--- src/hw/rtl/mh64_pkg.sv ---
`timescale 1ns / 1ps
// ----------------------------------------------------------------------------
// mh64_pkg
// Shared constants and types for the 64-bit Murmur hash block.
// ----------------------------------------------------------------------------
package mh64_pkg;

   localparam logic [63:0] MUL_CONST = 64'hc6a4a7935bd1e995;
   localparam int          SHIFT_AMT = 47;

   localparam int QUEUE_DEPTH = 2;
   localparam int QPTR_W      = $clog2(QUEUE_DEPTH);
   localparam int QCNT_W      = $clog2(QUEUE_DEPTH + 1);

   typedef enum logic [1:0] {
      KIND_NONE,
      KIND_FULL,
      KIND_TAIL
   } kind_type;

   typedef struct packed {
      logic        first;
      logic [31:0] length;
      kind_type    kind;
      logic [63:0] word;
      logic        last;
   } item_type;

   typedef enum logic [3:0] {
      ST_IDLE,
      ST_SEED,
      ST_BODY,
      ST_K1,
      ST_K2,
      ST_HMUL,
      ST_CHECK,
      ST_FMUL,
      ST_EMIT
   } state_type;

endpackage

--- src/hw/rtl/mh64_front.sv ---
`timescale 1ns / 1ps
// ----------------------------------------------------------------------------
// mh64_front
// Accepts input words, tracks message start, masks and classifies each word.
// ----------------------------------------------------------------------------
module mh64_front (
   input  logic                 clock,
   input  logic                 reset,
   input  logic                 req_valid,
   output logic                 req_stall,
   input  logic [63:0]          req_data_word,
   input  logic [3:0]           req_byte_count,
   input  logic                 req_last_word,
   input  logic [31:0]          req_message_length,
   input  logic                 queue_full,
   output logic                 push,
   output mh64_pkg::item_type   push_item
);

   logic in_msg_ff;
   logic in_msg_in;

   assign req_stall = queue_full;
   assign push      = req_valid & ~queue_full;

   always_comb begin
      push_item.first  = ~in_msg_ff;
      push_item.length = req_message_length;
      push_item.last   = req_last_word;
      push_item.word   = req_data_word;
      if (req_byte_count >= 4'd8) begin
         push_item.kind = mh64_pkg::KIND_FULL;
      end else if (req_byte_count == 4'd0) begin
         push_item.kind = mh64_pkg::KIND_NONE;
      end else begin
         push_item.kind = mh64_pkg::KIND_TAIL;
         // drop bytes beyond the count
         for (int i = 0; i < 8; i++) begin
            if (4'(i) >= req_byte_count) begin
               push_item.word[i*8 +: 8] = 8'h00;
            end
         end
      end
   end

   always_comb begin
      in_msg_in = in_msg_ff;
      if (push) begin
         in_msg_in = ~req_last_word;
      end
   end

   always_ff @(posedge clock) begin
      if (reset) begin
         in_msg_ff <= 1'b0;
      end else begin
         in_msg_ff <= in_msg_in;
      end
   end

endmodule

--- src/hw/rtl/mh64_queue.sv ---
`timescale 1ns / 1ps
// ----------------------------------------------------------------------------
// mh64_queue
// Short queue of classified words between the front and the back.
// ----------------------------------------------------------------------------
module mh64_queue (
   input  logic                 clock,
   input  logic                 reset,
   input  logic                 push,
   input  mh64_pkg::item_type   push_item,
   output logic                 full,
   input  logic                 pop,
   output logic                 not_empty,
   output mh64_pkg::item_type   head_item
);

   mh64_pkg::item_type               mem_ff [mh64_pkg::QUEUE_DEPTH];
   logic [mh64_pkg::QPTR_W-1:0]      wr_ptr_ff, wr_ptr_in;
   logic [mh64_pkg::QPTR_W-1:0]      rd_ptr_ff, rd_ptr_in;
   logic [mh64_pkg::QCNT_W-1:0]      cnt_ff, cnt_in;

   assign full      = (cnt_ff == mh64_pkg::QCNT_W'(mh64_pkg::QUEUE_DEPTH));
   assign not_empty = (cnt_ff != '0);
   assign head_item = mem_ff[rd_ptr_ff];

   always_comb begin
      wr_ptr_in = wr_ptr_ff;
      rd_ptr_in = rd_ptr_ff;
      cnt_in    = cnt_ff;
      if (push) begin
         wr_ptr_in = (wr_ptr_ff == mh64_pkg::QPTR_W'(mh64_pkg::QUEUE_DEPTH - 1)) ?
                     '0 : wr_ptr_ff + 1'b1;
      end
      if (pop) begin
         rd_ptr_in = (rd_ptr_ff == mh64_pkg::QPTR_W'(mh64_pkg::QUEUE_DEPTH - 1)) ?
                     '0 : rd_ptr_ff + 1'b1;
      end
      if (push && !pop) begin
         cnt_in = cnt_ff + 1'b1;
      end else if (pop && !push) begin
         cnt_in = cnt_ff - 1'b1;
      end
   end

   always_ff @(posedge clock) begin
      if (push) begin
         mem_ff[wr_ptr_ff] <= push_item;
      end
   end

   always_ff @(posedge clock) begin
      if (reset) begin
         wr_ptr_ff <= '0;
         rd_ptr_ff <= '0;
         cnt_ff    <= '0;
      end else begin
         wr_ptr_ff <= wr_ptr_in;
         rd_ptr_ff <= rd_ptr_in;
         cnt_ff    <= cnt_in;
      end
   end

endmodule

--- src/hw/rtl/mh64_mul.sv ---
`timescale 1ns / 1ps
// ----------------------------------------------------------------------------
// mh64_mul
// Low 64 bits of a 64x64 product, one 32x32 partial product per cycle.
// ----------------------------------------------------------------------------
module mh64_mul (
   input  logic        clock,
   input  logic        reset,
   input  logic        start,
   input  logic [63:0] op_a,
   input  logic [63:0] op_b,
   output logic        done,
   output logic [63:0] product
);

   logic [63:0] a_ff, b_ff;
   logic [63:0] acc_ff, acc_in;
   logic [1:0]  step_ff, step_in;
   logic        busy_ff, busy_in;
   logic        done_ff, done_in;
   logic [31:0] x, y;
   logic [63:0] prod;

   assign prod    = x * y;
   assign done    = done_ff;
   assign product = acc_ff;

   always_comb begin
      x       = a_ff[31:0];
      y       = b_ff[31:0];
      acc_in  = acc_ff;
      step_in = step_ff;
      busy_in = busy_ff;
      done_in = 1'b0;
      if (busy_ff) begin
         case (step_ff)
            2'd0: begin
               acc_in = prod;
            end
            2'd1: begin
               x = a_ff[63:32];
               acc_in[63:32] = acc_ff[63:32] + prod[31:0];
            end
            default: begin
               y = b_ff[63:32];
               acc_in[63:32] = acc_ff[63:32] + prod[31:0];
               busy_in = 1'b0;
               done_in = 1'b1;
            end
         endcase
         step_in = step_ff + 2'd1;
      end
      if (start) begin
         busy_in = 1'b1;
         step_in = 2'd0;
      end
   end

   always_ff @(posedge clock) begin
      acc_ff <= acc_in;
      if (start) begin
         a_ff <= op_a;
         b_ff <= op_b;
      end
   end

   always_ff @(posedge clock) begin
      if (reset) begin
         step_ff <= 2'd0;
         busy_ff <= 1'b0;
         done_ff <= 1'b0;
      end else begin
         step_ff <= step_in;
         busy_ff <= busy_in;
         done_ff <= done_in;
      end
   end

endmodule

--- src/hw/rtl/mh64_back.sv ---
`timescale 1ns / 1ps
// ----------------------------------------------------------------------------
// mh64_back
// Sequencer that mixes words into the running hash and finalizes the digest.
// ----------------------------------------------------------------------------
module mh64_back (
   input  logic                 clock,
   input  logic                 reset,
   input  logic                 not_empty,
   input  mh64_pkg::item_type   head_item,
   output logic                 pop,
   output logic                 rsp_valid,
   input  logic                 rsp_stall,
   output logic [63:0]          rsp_digest
);

   mh64_pkg::state_type state_ff, state_in;
   mh64_pkg::item_type  item_ff;
   logic [63:0]         hash_ff, hash_in;
   logic [63:0]         fin_ff, fin_in;
   logic                rsp_valid_ff, rsp_valid_in;
   logic [63:0]         rsp_digest_ff;
   logic                load_out;
   logic                mul_start;
   logic [63:0]         mul_a;
   logic                mul_done;
   logic [63:0]         mul_p;

   mh64_mul u_mul (
      .clock   (clock),
      .reset   (reset),
      .start   (mul_start),
      .op_a    (mul_a),
      .op_b    (mh64_pkg::MUL_CONST),
      .done    (mul_done),
      .product (mul_p)
   );

   assign rsp_valid  = rsp_valid_ff;
   assign rsp_digest = rsp_digest_ff;

   always_comb begin
      state_in  = state_ff;
      hash_in   = hash_ff;
      fin_in    = fin_ff;
      pop       = 1'b0;
      mul_start = 1'b0;
      mul_a     = hash_ff;
      load_out  = 1'b0;
      unique case (state_ff)
         mh64_pkg::ST_IDLE: begin
            if (not_empty) begin
               pop = 1'b1;
               if (head_item.first) begin
                  mul_start = 1'b1;
                  mul_a     = {32'd0, head_item.length};
                  state_in  = mh64_pkg::ST_SEED;
               end else begin
                  state_in  = mh64_pkg::ST_BODY;
               end
            end
         end
         mh64_pkg::ST_SEED: begin
            if (mul_done) begin
               hash_in  = mul_p;
               state_in = mh64_pkg::ST_BODY;
            end
         end
         mh64_pkg::ST_BODY: begin
            unique case (item_ff.kind)
               mh64_pkg::KIND_FULL: begin
                  mul_start = 1'b1;
                  mul_a     = item_ff.word;
                  state_in  = mh64_pkg::ST_K1;
               end
               mh64_pkg::KIND_TAIL: begin
                  mul_start = 1'b1;
                  mul_a     = hash_ff ^ item_ff.word;
                  state_in  = mh64_pkg::ST_HMUL;
               end
               default: begin
                  state_in  = mh64_pkg::ST_CHECK;
               end
            endcase
         end
         mh64_pkg::ST_K1: begin
            if (mul_done) begin
               mul_start = 1'b1;
               mul_a     = mul_p ^ (mul_p >> mh64_pkg::SHIFT_AMT);
               state_in  = mh64_pkg::ST_K2;
            end
         end
         mh64_pkg::ST_K2: begin
            if (mul_done) begin
               mul_start = 1'b1;
               mul_a     = hash_ff ^ mul_p;
               state_in  = mh64_pkg::ST_HMUL;
            end
         end
         mh64_pkg::ST_HMUL: begin
            if (mul_done) begin
               hash_in  = mul_p;
               state_in = mh64_pkg::ST_CHECK;
            end
         end
         mh64_pkg::ST_CHECK: begin
            if (item_ff.last) begin
               mul_start = 1'b1;
               mul_a     = hash_ff ^ (hash_ff >> mh64_pkg::SHIFT_AMT);
               state_in  = mh64_pkg::ST_FMUL;
            end else begin
               state_in  = mh64_pkg::ST_IDLE;
            end
         end
         mh64_pkg::ST_FMUL: begin
            if (mul_done) begin
               fin_in   = mul_p ^ (mul_p >> mh64_pkg::SHIFT_AMT);
               state_in = mh64_pkg::ST_EMIT;
            end
         end
         mh64_pkg::ST_EMIT: begin
            if (!rsp_valid_ff || !rsp_stall) begin
               load_out = 1'b1;
               state_in = mh64_pkg::ST_IDLE;
            end
         end
         default: begin
            state_in = mh64_pkg::ST_IDLE;
         end
      endcase
   end

   always_comb begin
      rsp_valid_in = rsp_valid_ff & rsp_stall;
      if (load_out) begin
         rsp_valid_in = 1'b1;
      end
   end

   always_ff @(posedge clock) begin
      hash_ff <= hash_in;
      fin_ff  <= fin_in;
      if (pop) begin
         item_ff <= head_item;
      end
      if (load_out) begin
         rsp_digest_ff <= fin_ff;
      end
   end

   always_ff @(posedge clock) begin
      if (reset) begin
         state_ff     <= mh64_pkg::ST_IDLE;
         rsp_valid_ff <= 1'b0;
      end else begin
         state_ff     <= state_in;
         rsp_valid_ff <= rsp_valid_in;
      end
   end

endmodule

--- src/hw/rtl/murmur_64bit_hash_top.sv ---
`timescale 1ns / 1ps
// ----------------------------------------------------------------------------
// murmur_64bit_hash_top
// MurmurHash64A (seed zero) over little-endian 64-bit message words.
// ----------------------------------------------------------------------------
//  channel  | direction | ports                                   | per word
//  req      | in        | valid, stall, data_word, byte_count,    | one word
//           |           | last_word, message_length               |
//  rsp      | out       | valid, stall, digest                    | one digest
//
//  One shared multiplier forms each 64x64 product in three 32x32 steps. A full
//  word takes three products, a tail word one, an empty word none; the first
//  word of a message adds one for the length seed, the last adds one for the
//  finalizer. A two-word queue decouples req from the sequencer.
//  Synchronous reset clears control state; rsp_stall holds the digest in the
//  output register while later words keep entering the queue until it fills.
// ----------------------------------------------------------------------------
module murmur_64bit_hash_top (
   input  logic        clock,
   input  logic        reset,
   input  logic        req_valid,
   output logic        req_stall,
   input  logic [63:0] req_data_word,
   input  logic [3:0]  req_byte_count,
   input  logic        req_last_word,
   input  logic [31:0] req_message_length,
   output logic        rsp_valid,
   input  logic        rsp_stall,
   output logic [63:0] rsp_digest
);

   logic                queue_full;
   logic                push;
   mh64_pkg::item_type  push_item;
   logic                pop;
   logic                not_empty;
   mh64_pkg::item_type  head_item;

   mh64_front u_front (
      .clock              (clock),
      .reset              (reset),
      .req_valid          (req_valid),
      .req_stall          (req_stall),
      .req_data_word      (req_data_word),
      .req_byte_count     (req_byte_count),
      .req_last_word      (req_last_word),
      .req_message_length (req_message_length),
      .queue_full         (queue_full),
      .push               (push),
      .push_item          (push_item)
   );

   mh64_queue u_queue (
      .clock     (clock),
      .reset     (reset),
      .push      (push),
      .push_item (push_item),
      .full      (queue_full),
      .pop       (pop),
      .not_empty (not_empty),
      .head_item (head_item)
   );

   mh64_back u_back (
      .clock      (clock),
      .reset      (reset),
      .not_empty  (not_empty),
      .head_item  (head_item),
      .pop        (pop),
      .rsp_valid  (rsp_valid),
      .rsp_stall  (rsp_stall),
      .rsp_digest (rsp_digest)
   );

endmodule

--- config.mk ---
export PLATFORM = sky130hd
export DESIGN_NAME = murmur_64bit_hash_top
export DESIGN_NICKNAME = d
export VERILOG_FILES = /design/src/hw/rtl/mh64_pkg.sv /design/src/hw/rtl/mh64_front.sv /design/src/hw/rtl/mh64_queue.sv /design/src/hw/rtl/mh64_mul.sv /design/src/hw/rtl/mh64_back.sv /design/src/hw/rtl/murmur_64bit_hash_top.sv
export SDC_FILE = /design/constraint.sdc
export NUM_CORES = 2
export LEC_CHECK = 0
export BUFFER_PORTS_ARGS = -buffer_cell sky130_fd_sc_hd__clkbuf_2
export CORE_ASPECT_RATIO = 0.6
export CORE_MARGIN = 2
export CORE_UTILIZATION = 59
export CTS_BUF_LIST = sky130_fd_sc_hd__clkbuf_2
export DETAILED_ROUTE_END_ITERATION = 7
export PLACE_DENSITY = 0.75
export SKIP_CTS_REPAIR_TIMING = 1
export SLEW_MARGIN = 0
export SYNTH_ARGS = -nofsm -noshare
export SYNTH_HDL_FRONTEND = slang
export SYNTH_SLANG_ARGS = --single-unit
--- constraint.sdc ---
create_clock -name clock -period 10.5 [get_ports clock]
set_input_delay 2.1 -clock clock [delete_from_list [all_inputs] [get_ports clock]]
set_output_delay 2.1 -clock clock [all_outputs]
set_load 0.05 [all_outputs]
Word level (Yosys, flattened, before mapping)
Memories as Yosys holds them, arrays and structs flattened. A register that Yosys moved wholly into a read port is not among the register bits.
Cells that the tools add are included.
{ "word_totals": {"reg_bits": 401, "mem_bits_rw": 200, "inputBits": 105, "out_inout_bits": 66, "mem_count": 1} }
{ "classes": {"n_addsub": 6, "mul": 1, "n_lt_le_gt_ge": 9, "n_eq_ne": 19, "muxes": 58, "bitwise": 10, "reduce_logical": 22} }
{ "mem_list": {"columns": ["name", "words", "width", "read_ports", "rd_clocked_by_memory_dff", "write_ports", "line_no", "source"], "rows": [
  ["u_queue.mem_ff", 2, 100, 1, 1, 1, "mh64_queue.sv:17", "mh64_pkg::item_type mem_ff [mh64_pkg::QUEUE_DEPTH];"]
]} }
{ "ops": {"columns": ["cell", "n"], "rows": [
  ["64-bit two-way mux", 7],
  ["64-bit one-hot mux with 5 select lines", 1],
  ["32-bit two-way mux", 5],
  ["64-bit one-hot mux with 2 select lines", 1],
  ["64-bit by 17-bit XOR with 64-bit output", 2],
  ["64-bit XOR", 2],
  ["32-bit by 32-bit multiplier with 64-bit output", 1],
  ["8-bit two-way mux", 8],
  ["4-bit one-hot mux with 9 select lines", 1],
  ["32-bit adder", 1],
  ["4-bit two-way mux", 7],
  ["1-bit two-way mux", 20],
  ["4-bit by 3-bit equality test with 1-bit output, second input constant", 4],
  ["3-bit by 4-bit greater-or-equal comparator with 1-bit output, first input constant", 4],
  ["2-bit != test, second input constant", 6],
  ["2-bit OR reduction", 6],
  ["2-bit two-way mux", 5],
  ["4-bit by 2-bit equality test with 1-bit output, second input constant", 2],
  ["1-bit by 4-bit greater-or-equal comparator with 1-bit output, first input constant", 2],
  ["2-bit by 4-bit greater-or-equal comparator with 1-bit output, first input constant", 2],
  ["4-bit zero test", 2],
  ["7-bit AND reduction", 1],
  ["3-bit one-hot mux with 2 select lines", 1],
  ["2-bit AND reduction", 3],
  ["18 further kinds", 31]
]} }

Depth between registers and ports, before layout
{ "logic_depth": {"depth_word": 7, "ltp_mapped": 43} }

Hierarchy
Synthesis repeated with hierarchy kept, for this count alone.
{ "hier_totals": {"hier_cells": 5968, "area_unflattened_um2": 62645.1} }
{ "modules_own_cells": {"columns": ["mod", "n_inst", "cells_each", "area_each_um2", "seq_area_each_um2"], "rows": [
  ["mh64_mul", 1, 4288, 41170.7, 5845.6],
  ["mh64_back", 1, 1208, 13102.6, 7877.6],
  ["mh64_queue", 1, 333, 7462.2, 6105.9],
  ["mh64_front", 1, 139, 909.6, 20.0]
]} }

Worst setup path after synthesis
No wires, ideal clock.
{ "synth_path": {"path_kind": "flip-flop to flip-flop", "from": "register u_back.u_mul.busy_ff", "to": "register u_back.u_mul.acc_ff[63], in the netlist u_back.u_mul.product[63], data pin", "setup_ps": 263, "arrival_ps": 9882, "slack_ps": 355, "path_stages_with_launch": 29, "path_cell_list": "dfxtp_1 > clkbuf_1 > nand2_1 > buf_1 > clkbuf_1 > mux2i_1 > nor2_1 > fa_1 > fa_1 > inv_1 > fa_1 > inv_1 > fa_1 > fa_1 > fa_1 > fa_1 > fa_1 > ha_1 > nand2_1 > or4_4 > o21ai_4 > a31oi_1 > xnor2_1 > ha_1 > a21o_1 > or3_1 > nor3_1 > o31ai_1 > a2111o_1"} }
{ "synth_between": {"elab_chain_cells": 4, "word_cells_on_any_way": 5, "classes_between": "add/sub: 1; mul: 1; mux: 3"} }
{ "synth_lines": {"columns": ["element", "line_no", "source"], "rows": [
  ["from (decl)", "mh64_mul.sv:19", "logic busy_ff, busy_in;"],
  ["from (signal assigned)", "mh64_mul.sv:74", "busy_ff <= busy_in;"],
  ["32-bit two-way mux", "mh64_mul.sv:35", "if (busy_ff) begin"],
  ["32-bit by 32-bit multiplier with 64-bit output (*)", "mh64_mul.sv:24", "assign prod = x * y;"],
  ["via u_back.u_mul.prod[26]", "mh64_mul.sv:22", "logic [63:0] prod;"],
  ["32-bit adder (*)", "mh64_mul.sv:42, mh64_mul.sv:46", null],
  ["32-bit two-way mux (*)", null, null],
  ["to (signal assigned)", "mh64_mul.sv:60", "acc_ff <= acc_in;"],
  ["to (decl)", "mh64_mul.sv:17", "logic [63:0] acc_ff, acc_in;"]
]} }
Mark *: on every way through the listed nets, which the timed path passes. The rest lies on a longest branch.
A chain may end at the register's enable or synchronous reset.

Final worst setup path
{ "layout_path": {"from": "register u_back.u_mul.step_ff[1]", "to": "register u_back.u_mul.acc_ff[60], in the netlist u_back.u_mul.product[60], data pin"} }
{ "layout_between": {"elab_chain_cells": 7, "word_cells_on_any_way": 10, "classes_between": "add/sub: 1; mul: 1; eq/ne: 1; mux: 5; reduce/logical: 2"} }
{ "layout_lines": {"columns": ["element", "line_no", "source"], "rows": [
  ["from (decl)", "mh64_mul.sv:18", "logic [1:0] step_ff, step_in;"],
  ["from (signal assigned)", "mh64_mul.sv:73", "step_ff <= step_in;"],
  ["2-bit by 1-bit equality test with 1-bit output / 2-bit zero test (equally long branches)", "mh64_mul.sv:36", "case (step_ff)"],
  ["2-bit OR reduction (no line)", null, null],
  ["32-bit two-way mux", "mh64_mul.sv:36", null],
  ["32-bit two-way mux", "mh64_mul.sv:35", null],
  ["32-bit by 32-bit multiplier with 64-bit output", "mh64_mul.sv:24", null],
  ["32-bit adder", "mh64_mul.sv:42, mh64_mul.sv:46", null],
  ["32-bit two-way mux (*)", null, null]
]} }
Every way passes the cells marked *; elsewhere a longest branch is shown, timed or not.

==> flow_metrics.env <==
export IMPL_status="complete, but fails checks"
export IMPL_violations="DRC"
export IMPL_cts_root_buf="clkbuf_2"
export IMPL_ys_seq_area_share_pct=35.13
export IMPL_avgSynthCellArea_um2=11.19
export IMPL_nFillCells=6920
export IMPL_clock_path_buffers=3
export IMPL_end_kind="register"
export IMPL_core_mm2=0.08557
export IMPL_drive_above_1_share_pct=12.42
export IMPL_grt_use_met3_pct=17.65
export IMPL_ios=171
export IMPL_multi_input_area_mm2=0.02913
export IMPL_rsz0062_at_grt="true"
export IMPL_cp_data_required_time_ns=11.48
export IMPL_fp_row_count=83
export IMPL_numCtsBuffers=116
export IMPL_synth_top_flop_cell="edfxtp_1"
export IMPL_crit_type="reg -> reg"
export IMPL_grt_pass1_wl_um=237500
export IMPL_cp_start_kind="register"
export IMPL_synth_area_mm2=0.05104
export IMPL_grt_use_met2_pct=46.92
export IMPL_first_global_vias=35900
export IMPL_clock_latency_ns=1.25
export IMPL_hold_path_class="reg -> reg"
export IMPL_worstMarginPinSlew_ns=1.145
export IMPL_worstPathMaxFanout=14
export IMPL_place_hpwl_um=129400
export IMPL_met1_usage_pct=57.14
export IMPL_synthArstFlopShare_pct=0
export IMPL_hold_viol=0
export IMPL_place_gp_congestion=1.037
export IMPL_finalSetupViolCount=0
export IMPL_dr_first_iter_drc_count=5361
export IMPL_vias=36590
export IMPL_drc_errors=14
export IMPL_slowest_stage="fa_1"
export IMPL_yosys_warnings=0
export IMPL_grt_usage_pct=36.98
export IMPL_clock_sinks=602
export IMPL_max_stage_delay_ns=0.65
export IMPL_fin_crit_ns=10.04
export IMPL_min_period_over_period_pct=95.59
export IMPL_drv_cap=0
export IMPL_ys_top_cells_by_area="edfxtp_1 35%, fa_1 25%, ha_1 10%"
export IMPL_drtAntennaViolNets=0
export IMPL_final_util_pct=64.06
export IMPL_max_freq_mhz=99.63
export IMPL_yosysTopAreaCellShare_pct=34.54
export IMPL_grt_overflow=0
export IMPL_port_buffers=170
export IMPL_initial_core_util_pct=59.64
export IMPL_arrival_ns=11.02
export IMPL_nets=5968
export IMPL_maxSlewHeadroom_pct=23.35
export IMPL_htree_levels=3
export IMPL_grt_busiest_layer="met1"
export IMPL_synthCells=4562
export IMPL_yosysTopAreaCell="edfxtp_1"
export IMPL_cts_tree="done"
export IMPL_firstDrtPassIters=8
export IMPL_drv_slew=0
export IMPL_wl_um=161300
export IMPL_ys_types=84
export IMPL_syn_to_final_growth_pct=7.409
export IMPL_synth_edff_count=587
export IMPL_fp_dieH_um=231.8
export IMPL_seqCellArea_mm2=0.01793
export IMPL_routedWlPerCell_um=26.64
export IMPL_ys_ff_latch=602
export IMPL_clkTransAtPathRegs_ns=0.19
export IMPL_vias_per_cell=6.044
export IMPL_antenna_found_initial=7
export IMPL_skew_ns=0.08943
export IMPL_dieArea_mm2=0.08895
export IMPL_grt_max_degree=71
export IMPL_die_w_um=383.7
==> metrics by stage <==
| stage | std cells | setup TNS, ns | hold slack, ns | setup slack (ns) | area [µm²] |
|---|---|---|---|---|---|
| after CTS | 6051 | 0 | 0.4018 | 0.3253 | 54740 |
| final | 6054 | 0 | 0.4023 | 0.4629 | 54820 |
| after floorplan | 4563 | 0 | 0.4003 | 0.3548 | 51040 |
| after detailed placement | 5837 | 0 | 0.4045 | 0.3281 | 53650 |
| after global routing | 6053 | -0.02200 | 0.4154 | -0.02200 | 54810 |
| after global placement | 5837 | 0 | 0.4010 | 0.5640 | 53650 |
==> flip-flops by register name (all words and copies together) (netlist names), named ones only <==
signal                flops
u_back.rsp_digest        64
u_back.u_mul.product     64
u_queue.rd_ptr_ff         1
u_back.u_mul.done         1
u_back.item_ff           67
u_back.state_ff           4
u_front.in_msg_ff         1
u_back.u_mul.busy_ff      1
u_queue.cnt_ff            2
u_back.u_mul.a_ff        64
u_back.hash_ff           64
u_back.u_mul.step_ff      2
u_back.rsp_valid          1
u_queue.mem_ff          200
u_back.fin_ff            64
u_queue.wr_ptr_ff         1
==> cells by family (layout without fill, tap and decap cells) <==
logic type	Yosys count	in the layout	share of synthesized area (%)
buffers and inverters	1092	1433	8.076
adders and majority gates	1055	1055	35.19
AOI/OAI and AO/OA	816	816	9.968
and+or+nand+nor	742	742	6.695
DFF	602	602	35.13
muxes	144	144	3.020
xor gates and xnor gates	110	110	1.915
other	1	5	0.007348
==> worst max-delay path, delay by kind of cell, from the launching register on <==
kind / cells / cell delay [ns]
flops: 1 / 0.35
mux: 1 / 0.48
buf+inv: 10 / 1.48
compound gates: 7 / 1.73
fa+ha+maj: 10 / 4.86
simple gates: 4 / 0.89
==> cell usage after synthesis, types with 14 or more instances <==
library cell	count
a211oi_1	17
a21o_1	43
a21oi_1	316
a221oi_1	14
a31oi_1	48
and2_1	23
clkbuf_1	139
dfxtp_1	15
edfxtp_1	587
fa_1	634
ha_1	421
inv_1	930
mux2_2	80
mux2i_1	64
nand2_1	219
nand3_1	22
nand4_1	20
nor2_1	278
nor2b_1	47
nor3_1	40
nor4_1	17
o2111ai_1	17
o211ai_1	28
o21ai_0	165
o221ai_1	14
o311ai_0	33
o32ai_1	16
or2_2	15
xnor2_1	56
xor2_1	53
==> cell usage in the layout (no fill, tap or decap), drive strengths merged, types with 43 or more instances in the layout <==
| cell type | Yosys | layout |
|---|---|---|
| edfxtp | 587 | 587 |
| inv | 931 | 933 |
| buf | 18 | 115 |
| xor2 | 53 | 53 |
| fa | 634 | 634 |
| ha | 421 | 421 |
| clkbuf | 140 | 338 |
| nor2b | 47 | 47 |
| mux2 | 80 | 80 |
| xnor2 | 56 | 56 |
| mux2i | 64 | 64 |
| clkinv | 3 | 43 |
| o21ai | 173 | 173 |
| nand2 | 219 | 219 |
| nor2 | 278 | 278 |
| a21o | 43 | 43 |
| a31oi | 48 | 48 |
| a21oi | 318 | 318 |
==> area by class of cell <==
class,instances,share of cell area [%]
multi-input combinational,2869,53.14
clock buffer,168,1.534
tap,1147,2.618
antenna,3,0.01370
timing repair buffer,285,3.134
sequential,602,32.72
clock inverter,46,0.4497
inverter,934,6.396
==> path summary, 6_finish.rpt <==
check	from	to	slack, ns	cells after the start
setup / recovery	u_back.u_mul.step_ff[1]	u_back.u_mul.product[60]	0.46	32
hold / removal	u_back.fin_ff[52]	u_back.rsp_digest[52]	0.40	0
hold reg to reg	u_back.fin_ff[52]	u_back.rsp_digest[52]	0.40	0
setup reg to reg	u_back.u_mul.step_ff[1]	u_back.u_mul.product[60]	0.46	32
==> layer usage <==
layer / part of all wire, % / vias to the layer above
met1: 43 / 18030
met5: 0.017 / -
met3: 17 / 227
met2: 38 / 2460
li1: - / 15870
met4: 1.7 / 4
Power is not shown: default switching activity piles up to over one toggle a cycle in this logic, so the estimate is an artifact.
